## src/hdl/dqpi_pkg.sv

```systemverilog
// Shared types, constants and the control program of the dq current PI controller.
`default_nettype none

package dqpi_pkg;

   localparam int FRAC_BITS_DEFAULT = 16;
   localparam int WORD_W = 32;
   localparam int PROD_W = 64;
   localparam int STEP_W = 4;
   localparam int CSR_IDX_W = 3;

   localparam logic signed [PROD_W-1:0] S32_MAX = 64'sh0000_0000_7FFF_FFFF;
   localparam logic signed [PROD_W-1:0] S32_MIN = 64'shFFFF_FFFF_8000_0000;

   // register indexes
   typedef enum logic [CSR_IDX_W-1:0] {
      REG_PROP_GAIN     = 3'd0,
      REG_INTEGRAL_GAIN = 3'd1,
      REG_SAMPLE_PERIOD = 3'd2,
      REG_ACTIVE_RES    = 3'd3,
      REG_LEAK_IND      = 3'd4,
      REG_VOLT_UPPER    = 3'd5,
      REG_VOLT_LOWER    = 3'd6
   } reg_idx_type;

   typedef enum logic [2:0] {
      MA_LEAK,
      MA_PROP,
      MA_SAMPLE,
      MA_RES,
      MA_IGAIN,
      MA_COUP
   } mul_a_type;

   typedef enum logic [2:0] {
      MB_SPEED,
      MB_ERR,
      MB_OWN,
      MB_INTEG,
      MB_OTHER
   } mul_b_type;

   typedef enum logic [3:0] {
      OP_NONE,
      OP_ERR,
      OP_COUP,
      OP_ACC_LOAD,
      OP_INTEG,
      OP_ACC_SUB,
      OP_ACC_ADD,
      OP_ACC_CROSS,
      OP_FINISH
   } alu_op_type;

   typedef enum logic [1:0] {
      SEQ_NEXT,
      SEQ_WAIT_REQ,
      SEQ_WAIT_RSP
   } seq_type;

   typedef struct packed {
      mul_a_type  mul_a;
      mul_b_type  mul_b;
      alu_op_type op;
      seq_type    seq;
   } ctrl_type;

   localparam logic [STEP_W-1:0] STEP_IDLE   = 4'd0;
   localparam logic [STEP_W-1:0] STEP_INTEG  = 4'd4;
   localparam logic [STEP_W-1:0] STEP_FINISH = 4'd8;

   // Each step applies op (for most ops to the product of the previous step) and issues a new multiply.
   function automatic ctrl_type program_word(input logic [STEP_W-1:0] step);
      ctrl_type w;
      w = '{mul_a: MA_LEAK, mul_b: MB_SPEED, op: OP_NONE, seq: SEQ_WAIT_REQ};
      unique case (step)
         4'd0: w = '{mul_a: MA_LEAK,   mul_b: MB_SPEED, op: OP_NONE,      seq: SEQ_WAIT_REQ};
         4'd1: w = '{mul_a: MA_LEAK,   mul_b: MB_SPEED, op: OP_ERR,       seq: SEQ_NEXT};
         4'd2: w = '{mul_a: MA_PROP,   mul_b: MB_ERR,   op: OP_COUP,      seq: SEQ_NEXT};
         4'd3: w = '{mul_a: MA_SAMPLE, mul_b: MB_ERR,   op: OP_ACC_LOAD,  seq: SEQ_NEXT};
         4'd4: w = '{mul_a: MA_RES,    mul_b: MB_OWN,   op: OP_INTEG,     seq: SEQ_NEXT};
         4'd5: w = '{mul_a: MA_IGAIN,  mul_b: MB_INTEG, op: OP_ACC_SUB,   seq: SEQ_NEXT};
         4'd6: w = '{mul_a: MA_COUP,   mul_b: MB_OTHER, op: OP_ACC_ADD,   seq: SEQ_NEXT};
         4'd7: w = '{mul_a: MA_COUP,   mul_b: MB_OTHER, op: OP_ACC_CROSS, seq: SEQ_NEXT};
         4'd8: w = '{mul_a: MA_COUP,   mul_b: MB_OTHER, op: OP_FINISH,    seq: SEQ_WAIT_RSP};
         default: w = '{mul_a: MA_LEAK, mul_b: MB_SPEED, op: OP_NONE, seq: SEQ_WAIT_REQ};
      endcase
      return w;
   endfunction

   function automatic logic signed [WORD_W-1:0] sat32(input logic signed [PROD_W-1:0] v);
      logic signed [WORD_W-1:0] r;
      if (v > S32_MAX) begin
         r = S32_MAX[WORD_W-1:0];
      end else if (v < S32_MIN) begin
         r = S32_MIN[WORD_W-1:0];
      end else begin
         r = v[WORD_W-1:0];
      end
      return r;
   endfunction

endpackage

`default_nettype wire

```

## src/hdl/dq_current_pi_decoupled.sv

```systemverilog
// Microcoded dq-axis PI current controller with active resistance and decoupling.
// Steps 1 to 8 of the nine-step program run from request accept to rsp_tvalid, one
// per cycle but step 8 waits for a free output register, through one shared 32x32
// multiplier with a registered product. A new request is taken only in the idle step 0.
// A new request is taken while the previous result waits in the output register.
// Reset (synchronous, active high) clears the CSRs, integrator, windup flag and sequencer.
`default_nettype none

module dq_current_pi_decoupled
   import dqpi_pkg::*;
#(
   parameter int FRAC_BITS = FRAC_BITS_DEFAULT
) (
   input  wire logic                  clock,
   input  wire logic                  reset,
   // request: tdata = current_target[31:0], current_own[63:32],
   //          current_other[95:64], elec_speed[127:96]
   input  wire logic                  req_tvalid,
   output logic                       req_tready,
   input  wire logic [4*WORD_W-1:0]   req_tdata,
   input  wire logic [0:0]            req_tuser,    // axis_is_d[0]
   // response: tdata = voltage_cmd[31:0]
   output logic                       rsp_tvalid,
   input  wire logic                  rsp_tready,
   output logic [WORD_W-1:0]          rsp_tdata,
   output logic [0:0]                 rsp_tuser,    // clamped[0]
   // register writes
   input  wire logic                  csr_valid,
   output logic                       csr_ready,
   input  wire logic [CSR_IDX_W-1:0]  csr_index,
   input  wire logic [WORD_W-1:0]     csr_data
);

   // configuration
   logic signed [WORD_W-1:0] prop_gain_ff, integral_gain_ff, active_res_ff, leak_ind_ff;
   logic signed [WORD_W-1:0] volt_upper_ff, volt_lower_ff;
   logic [WORD_W-2:0]        sample_period_ff;

   // latched request
   logic signed [WORD_W-1:0] target_ff, own_ff, other_ff, speed_ff;
   logic                     is_d_ff;

   // datapath
   logic signed [WORD_W-1:0] err_ff, err_in;
   logic signed [WORD_W-1:0] coup_ff;
   logic signed [WORD_W-1:0] integ_ff, integ_in;
   logic                     windup_ff;
   logic signed [PROD_W-1:0] prod_ff, prod_in;
   logic signed [PROD_W-1:0] acc_ff, acc_in;
   logic signed [PROD_W-1:0] prod_sh;
   logic signed [WORD_W-1:0] mul_a, mul_b;
   logic signed [WORD_W:0]   diff;

   // sequencer and output
   logic [STEP_W-1:0]        step_ff, step_in;
   ctrl_type                 ctrl;
   logic                     accept_req, load_rsp;
   logic                     rsp_valid_ff, rsp_valid_in;
   logic [WORD_W-1:0]        rsp_data_ff;
   logic                     rsp_clamp_ff;
   logic signed [PROD_W-1:0] upper_ext, lower_ext;
   logic signed [WORD_W-1:0] vout;
   logic                     hit;

   assign csr_ready = 1'b1;

   always_ff @(posedge clock) begin
      if (reset) begin
         prop_gain_ff     <= '0;
         integral_gain_ff <= '0;
         sample_period_ff <= '0;
         active_res_ff    <= '0;
         leak_ind_ff      <= '0;
         volt_upper_ff    <= '0;
         volt_lower_ff    <= '0;
      end else if (csr_valid && csr_ready) begin
         case (csr_index)
            REG_PROP_GAIN:     prop_gain_ff     <= csr_data;
            REG_INTEGRAL_GAIN: integral_gain_ff <= csr_data;
            REG_SAMPLE_PERIOD: sample_period_ff <= csr_data[WORD_W-2:0];
            REG_ACTIVE_RES:    active_res_ff    <= csr_data;
            REG_LEAK_IND:      leak_ind_ff      <= csr_data;
            REG_VOLT_UPPER:    volt_upper_ff    <= csr_data;
            REG_VOLT_LOWER:    volt_lower_ff    <= csr_data;
            default: ;  // drop writes beyond the register list
         endcase
      end
   end

   // ---------------------------------------------------------------- sequencer
   always_comb begin
      ctrl       = program_word(step_ff);
      req_tready = (ctrl.seq == SEQ_WAIT_REQ);
      accept_req = req_tvalid && req_tready;
      load_rsp   = (ctrl.seq == SEQ_WAIT_RSP) && (!rsp_valid_ff || rsp_tready);
   end

   always_comb begin
      step_in = step_ff;
      unique case (ctrl.seq)
         SEQ_WAIT_REQ: if (accept_req) step_in = step_ff + 1'b1;
         SEQ_NEXT:     step_in = step_ff + 1'b1;
         SEQ_WAIT_RSP: if (load_rsp) step_in = STEP_IDLE;
         default:      step_in = STEP_IDLE;
      endcase
   end

   // ---------------------------------------------------------------- datapath
   always_comb begin
      case (ctrl.mul_a)
         MA_LEAK:   mul_a = leak_ind_ff;
         MA_PROP:   mul_a = prop_gain_ff;
         MA_SAMPLE: mul_a = $signed({1'b0, sample_period_ff});
         MA_RES:    mul_a = active_res_ff;
         MA_IGAIN:  mul_a = integral_gain_ff;
         MA_COUP:   mul_a = coup_ff;
         default:   mul_a = leak_ind_ff;
      endcase
      case (ctrl.mul_b)
         MB_SPEED: mul_b = speed_ff;
         MB_ERR:   mul_b = err_ff;
         MB_OWN:   mul_b = own_ff;
         MB_INTEG: mul_b = integ_ff;
         MB_OTHER: mul_b = other_ff;
         default:  mul_b = speed_ff;
      endcase
      prod_in = PROD_W'(mul_a) * PROD_W'(mul_b);
   end

   always_comb begin
      // floor of product over 2^FRAC_BITS
      prod_sh   = prod_ff >>> FRAC_BITS;
      diff      = {target_ff[WORD_W-1], target_ff} - {own_ff[WORD_W-1], own_ff};
      upper_ext = PROD_W'(volt_upper_ff);
      lower_ext = PROD_W'(volt_lower_ff);

      err_in = err_ff;
      if (diff[WORD_W] != diff[WORD_W-1]) begin
         err_in = diff[WORD_W] ? S32_MIN[WORD_W-1:0] : S32_MAX[WORD_W-1:0];
      end else begin
         err_in = diff[WORD_W-1:0];
      end

      integ_in = integ_ff;
      if (!windup_ff) begin
         integ_in = sat32(PROD_W'(integ_ff) + prod_sh);
      end

      // d axis: subtract the cross term, q axis: add it
      case (ctrl.op)
         OP_ACC_LOAD:  acc_in = prod_sh;
         OP_ACC_SUB:   acc_in = acc_ff - prod_sh;
         OP_ACC_ADD:   acc_in = acc_ff + prod_sh;
         OP_ACC_CROSS: acc_in = is_d_ff ? acc_ff - prod_sh : acc_ff + prod_sh;
         default:      acc_in = acc_ff;
      endcase

      // upper limit is tested first when the limits cross
      if (acc_ff > upper_ext) begin
         vout = volt_upper_ff;
         hit  = 1'b1;
      end else if (acc_ff < lower_ext) begin
         vout = volt_lower_ff;
         hit  = 1'b1;
      end else begin
         vout = acc_ff[WORD_W-1:0];
         hit  = 1'b0;
      end

      rsp_valid_in = rsp_valid_ff;
      if (load_rsp) begin
         rsp_valid_in = 1'b1;
      end else if (rsp_tready) begin
         rsp_valid_in = 1'b0;
      end
   end

   always_ff @(posedge clock) begin
      if (accept_req) begin
         target_ff <= req_tdata[WORD_W-1:0];
         own_ff    <= req_tdata[2*WORD_W-1:WORD_W];
         other_ff  <= req_tdata[3*WORD_W-1:2*WORD_W];
         speed_ff  <= req_tdata[4*WORD_W-1:3*WORD_W];
         is_d_ff   <= req_tuser[0];
      end
      prod_ff <= prod_in;
      acc_ff  <= acc_in;
      if (ctrl.op == OP_ERR) begin
         err_ff <= err_in;
      end
      if (ctrl.op == OP_COUP) begin
         coup_ff <= sat32(prod_sh);
      end
      if (load_rsp) begin
         rsp_data_ff  <= vout;
         rsp_clamp_ff <= hit;
      end
   end

   always_ff @(posedge clock) begin
      if (reset) begin
         step_ff      <= STEP_IDLE;
         integ_ff     <= '0;
         windup_ff    <= 1'b0;
         rsp_valid_ff <= 1'b0;
      end else begin
         step_ff      <= step_in;
         rsp_valid_ff <= rsp_valid_in;
         if (ctrl.op == OP_INTEG) begin
            integ_ff <= integ_in;
         end
         if (load_rsp) begin
            windup_ff <= hit;
         end
      end
   end

   assign rsp_tvalid   = rsp_valid_ff;
   assign rsp_tdata    = rsp_data_ff;
   assign rsp_tuser[0] = rsp_clamp_ff;

   // ---------------------------------------------------------------- checks
   a_windup_only_at_finish: assert property (@(posedge clock) disable iff (reset)
      (step_ff != STEP_FINISH) |=> $stable(windup_ff))
      else $error("windup flag changed outside the finish step");

   a_integ_frozen: assert property (@(posedge clock) disable iff (reset)
      (windup_ff && step_ff == STEP_INTEG) |=> $stable(integ_ff))
      else $error("integrator moved while windup hold was set");

   a_rsp_from_finish: assert property (@(posedge clock) disable iff (reset)
      $rose(rsp_valid_ff) |-> $past(step_ff == STEP_FINISH))
      else $error("response raised outside the finish step");

endmodule

`default_nettype wire

```

## config.mk

```make
export PLATFORM = sky130hd
export DESIGN_NAME = dq_current_pi_decoupled
export DESIGN_NICKNAME = d
export VERILOG_FILES = /design/src/hdl/dqpi_pkg.sv /design/src/hdl/dq_current_pi_decoupled.sv
export SDC_FILE = /design/constraint.sdc
export NUM_CORES = 2
export LEC_CHECK = 0
export BUFFER_PORTS_ARGS = -buffer_cell sky130_fd_sc_hd__clkbuf_2
export CAP_MARGIN = 25
export CORE_UTILIZATION = 60
export DETAILED_ROUTE_END_ITERATION = 8
export PLACE_DENSITY = 0.78
export SYNTH_ARGS = -nofsm -noshare
export SYNTH_HDL_FRONTEND = slang
export SYNTH_SLANG_ARGS = --single-unit
```

## constraint.sdc

```tcl
create_clock -name clock -period 11.9 [get_ports clock]
set_clock_uncertainty 0.05 [all_clocks]
set_input_delay 1.19 -clock clock [delete_from_list [all_inputs] [get_ports clock]]
set_output_delay 1.19 -clock clock [all_outputs]
set_load 0.02 [all_outputs]
```

After elaboration in Yosys (flattened, before gate mapping)

Memories as Yosys holds them, arrays and structs flattened. A register that Yosys moved wholly into a read port is not among the register bits.
Index checks and enable logic that the tools add are counted.

Add/sub/neg operators: 5
$mul: 1
$lt $le $gt $ge: 6
Equal/unequal tests: 27
Muxes and demuxes: 20
Bitwise gates (word level): 1
Reductions and logical operators: 17

Operators by type and width:

| cell                                                             | count |
|---|---|
| case mux 64 bit (4 select lines)                                 | 1 |
| 2-to-1 mux 32 bit                                                | 7 |
| case mux 32 bit (5 select lines)                                 | 1 |
| case mux 32 bit (4 select lines)                                 | 1 |
| adder 64 x 48 -> 64 bit                                          | 1 |
| greater-than comparator 64 x 32 -> 1 bit                         | 1 |
| less-than comparator 64 x 32 -> 1 bit                            | 1 |
| multiplier 32 x 32 -> 64 bit                                     | 1 |
| 2-to-1 mux 64 bit                                                | 1 |
| subtractor 64 x 48 -> 64 bit                                     | 1 |
| adder 32 x 48 -> 49 bit                                          | 1 |
| greater-than comparator 49 x 32 -> 1 bit (second input constant) | 1 |
| less-than comparator 49 x 32 -> 1 bit (second input constant)    | 1 |
| greater-than comparator 48 x 32 -> 1 bit (second input constant) | 1 |
| less-than comparator 48 x 32 -> 1 bit (second input constant)    | 1 |
| subtractor 32 x 32 -> 33 bit                                     | 1 |
| equality test 3 x 2 -> 1 bit (second input constant)             | 6 |
| equality test 3 bit (second input constant)                      | 6 |
| AND reduction 2 bit                                              | 9 |
| equality test 4 x 3 -> 1 bit (second input constant)             | 4 |
| 2-to-1 mux 4 bit                                                 | 4 |
| case mux 4 bit (3 select lines)                                  | 1 |
| equality test 3 x 1 -> 1 bit (second input constant)             | 3 |
| equality test 4 x 2 -> 1 bit (second input constant)             | 2 |
| 16 further kinds                                                 | 20 |

Flip-flop bits (word level): 615
Memory bits (read-only): 192
Input port bits: 169
Output and inout port bits: 36
Memories: 1

Memories:

| memory          | words | width | rd ports | clocked after Yosys merged registers in | write ports | RTL line       | RTL |
|---|---|---|---|---|---|---|---|
| (no name shown) | 16    | 12    | 1        | 1                                       | 0           | dqpi_pkg.sv:76 | `unique case (step)` |

Depth between registers and ports, before layout

Depth after elaboration: 7
Gate-level depth with buffers: 37
Gate-level depth less buffers: 33

Least setup slack after synthesis

OpenSTA, ideal clock, no wires.

Path type: reg2reg
Start: register, netlist name ctrl[11]
End: register prod_ff[63]
Data arrival time: 9.085 ns
Setup slack: 2.693 ns
Cell stages (with the launch flop): 34
Period minus slack after synthesis: 9.207 ns
Cell sequence: dfxtp_1 > buf_2 > buf_1 > buf_1 > clkbuf_1 > nor2_1 > o22ai_1 > clkbuf_1 > nor2_1 > fa_1 > fa_1 > fa_1 > inv_1 > fa_1 > inv_1 > fa_1 > inv_1 > fa_1 > inv_1 > fa_1 > fa_1 > ha_1 > a21oi_1 > o21ai_0 > a2111oi_0 > o22a_1 > o22ai_1 > a2111o_1 > a31oi_1 > o21ai_1 > a21oi_1 > o21ai_1 > a21oi_1 > xnor2_1

Longest elaborated chain between the ends: 3
Elaborated cells between the ends (all ways): 7

Ends and longest elaborated chain:

| what                                        | RTL line                       | RTL |
|---|---|---|
| equality test 3 bit (tied with other cells) | dq_current_pi_decoupled.sv:110 | `case (ctrl.mul_a)` |
| case mux 32 bit (5 select lines) (*)        | dq_current_pi_decoupled.sv:110 |  |
| multiplier 32 x 32 -> 64 bit (*)            | dq_current_pi_decoupled.sv:127 | `prod_in = PROD_W'(mul_a) * PROD_W'(mul_b);` |
| via prod_in[63]                             | dq_current_pi_decoupled.sv:48  | `logic signed [PROD_W-1:0] prod_ff, prod_in;` |
| to (signal assigned)                        | dq_current_pi_decoupled.sv:186 | `prod_ff <= prod_in;` |
| to (decl)                                   | dq_current_pi_decoupled.sv:48  |  |

Mark *: on every way through the listed nets, which the timed path passes. The rest lies on a longest branch.
A chain may end at the register's enable or synchronous reset.

Worst setup path after layout

Start: register, netlist name ctrl[11]
End: register prod_ff[51]

Longest elaborated chain between the ends: 3
Elaborated cells between the ends (all ways): 7

Ends and longest elaborated chain:

| what                                        | RTL line |
|---|---|
| equality test 3 bit (tied with other cells) | dq_current_pi_decoupled.sv:110 |
| case mux 32 bit (5 select lines) (*)        | dq_current_pi_decoupled.sv:110 |
| multiplier 32 x 32 -> 64 bit (*)            | dq_current_pi_decoupled.sv:127 |
| via prod_in[51]                             | dq_current_pi_decoupled.sv:48 |

Marks and branches as above.

==> impl_results.md <==
* Post-Synth XOR/XNOR Area at 2.155%
* Clock Latency Late Sink at 0.67 ns
* CP Capture Type: register
* Root Buffer: clkbuf_16
* Arrival @ worst endpoint at 11.35 ns
* Top-count cell post-synth: nand2_1
* Mux cell area share after synthesis at 1.745%
* Drt initial violations at 7,264
* HPWL Detailed at 194,000 µm
* First-pass GRT wire length at 380,600 µm
* Crit-path max FO at 32
* Final period utilization at 91.00%
* Crit path top cell by count: fa_1
* Syn Nets at 10,127
* Synth cell types at 97
* Area leader, netlist: fa_1
* Congestion Overflow GR at 0
* Routability cong. at 1.008
* DRC Markers at 0
* Slowest stage delay, CP at 0.83 ns
* Critical Path Source Type: register
* Avg Cell Area, Syn at 8.837 µm²
* CTS Hold Buffers Added at 0
* Most used DFF post-synth: dfxtp_1
* Syn Std Cell Area at 73,870 µm²
* Achievable Freq at 92.34 MHz
* Post-Synthesis Cells at 8,359
* Crit path time final at 10.83 ns
* Main combinational cell family by area after synthesis: adder cells
* Synth warn at 0
* Fin util at 65.19%
* Final Cell Area at 79,450 µm²
* Via density at 6.277
* Pins Over Slew Limit at 0
* Post-route ant nets at 0
* Synth area leaders: fa_1 29%, edfxtp_1 12%, ha_1 8.7%
* Initial Utilization at 60.61%
* Ys async rst share at 0%
* Setup_tns at 0 ns
* CTS tree: yes
* Drt pass-1 iters at 6
* Slew headroom at 22.85%
* Core area at 121,900 µm²
* Final nets at 10,152
* Floorplan row count at 128
* Die height at 352.9 µm
* WL final at 250,500 µm
* Top cell type's share of synthesized area at 29.40%
* P&R area growth vs syn at 7.554%
* Critical path class: reg -> reg
* Vias in the first global route at 63,313
* Synth Area in Adders at 38.21%
* EDFF count, synth at 290
* WHS at 0.4009 ns
* Hold WC Path Type: reg -> reg
* Placed Area at 76,900 µm²
* Crit path required time at 12.42 ns
* Hold Fails Final Rpt at 0
* Share of cells above drive strength 1 at 7.393%
* Largest net degree at the start of global routing at 216
* Clock sinks at 610
* Synth cell count leaders: 1,256 x nand2_1, 1,196 x inv_1, 1,085 x fa_1, 826 x nor2_1, 599 x a21oi_1
* Worst slew pin tran at 1.147 ns
* Vias at 63,234
* # setup viols final at 0
* Status: finished clean
* Total GRT Usage at 40.26%
* Top Ports at 205
* RSZ-0062 raised after global routing: false
* Die ar. at 124,500 µm²
* CTS Buf Count at 68
* Worst path slowest cell: a21oi_4
* Cts repair resizes at 0
* Synth Area in Compound Gates at 13.75%
* WL/cell at 24.87 µm
* Yosys reg bits at 610
* CTS max path bufs at 3
* Post-CTS Setup Repair Bufs at 0
* Register clock-pin slew on the reported worst setup and hold paths at 0.06 ns
* CTS H-tree lvls at 3
* Initial antenna violation count at 14
* MaxCap Viol Count at 0
* Seq/Total Area, Yosys at 20.46%
* Synth Area in Simple Gates at 15.33%
* Die span in x at 352.9 µm
* Buffers on Ports at 203
[worst max-delay path: cells and delay by family (launching register included)]
family,cells,cell delay [ns]
flops,1,0.82
buf+inv,8,1.00
simple gates,3,0.52
fa+ha+maj,9,4.21
compound gates,12,4.09
[registers in the layout, indices dropped and copies added, names as in the netlist, 32 cells and up]
name	cells
acc_ff	64
prod_ff	48
active_res_ff	32
coup_ff	32
err_ff	32
integ_ff	32
integral_gain_ff	32
leak_ind_ff	32
other_ff	32
own_ff	32
prop_gain_ff	32
rsp_tdata	32
speed_ff	32
target_ff	32
volt_lower_ff	32
volt_upper_ff	32
[per-layer routing]
layer  up-vias  track usage (%)  wire [µm]  share of wire (%)
met5         -                0        130              0.052
met4        20            20.08      15830                6.3
met3       897            10.80      31210                 12
met2      3912            60.54     108200                 43
met1     31004            53.86      95150                 38
li1      27401                -          -                  -
[worst paths after layout]
check             depth (start not counted)  slack (ns)                   to                 from
hold reg to reg                           2        0.40  integral_gain_ff[4]  integral_gain_ff[4]
hold / removal                            2        0.40  integral_gain_ff[4]  integral_gain_ff[4]
setup / recovery                         32        1.07          prod_ff[51]             ctrl[11]
setup reg to reg                         32        1.07          prod_ff[51]             ctrl[11]
[cells by family after synthesis]
| group | Yosys count |
|---|---|
| and+or+nand+nor | 2650 |
| buffers and inverters | 1620 |
| adders and majority gates | 1606 |
| AOI/OAI and AO/OA | 1564 |
| DFF | 610 |
| xor gates and xnor gates | 180 |
| muxes | 128 |
| other | 1 |
[cells in the final DEF, fill, tap and decap left out, drive strengths merged, types with 51 or more instances in the layout]
| cell type | count |
|---|---|
| nor2 | 827 |
| ha | 514 |
| a22oi | 51 |
| xor2 | 54 |
| a21o | 148 |
| nand4 | 82 |
| nor2b | 53 |
| nand3 | 63 |
| o22ai | 53 |
| edfxtp | 290 |
| clkbuf | 295 |
| o21bai | 51 |
| nand2 | 1257 |
| mux2i | 122 |
| buf | 174 |
| dfxtp | 320 |
| inv | 1200 |
| fa | 1085 |
| o21ai | 240 |
| nor3 | 79 |
| nand2b | 93 |
| xnor2 | 126 |
| a21oi | 600 |
[final cells by class]
class                   count  area (µm²)
clock inverters            33       457.9
flip-flops and latches    610       15120
diodes                      9       22.52
fillers                  9864       42430
multi-input cells        6129       52910
repair buffers            376        2505
clock buffers              93        1899
inverters                1199        4501
well taps                1625        2033
[through the flow]
step	std cells	setup WS, ns
2_1_floorplan	8359	2.693
3_3_place_gp	9926	1.390
3_5_place_dp	9932	1.280
4_1_cts	10058	1.222
5_1_grt	10066	0.5449
6_report	10074	1.071
Power is left out: the tool's default activity adds up to more than one toggle a clock period on the data nets, which glitch-free logic cannot reach.
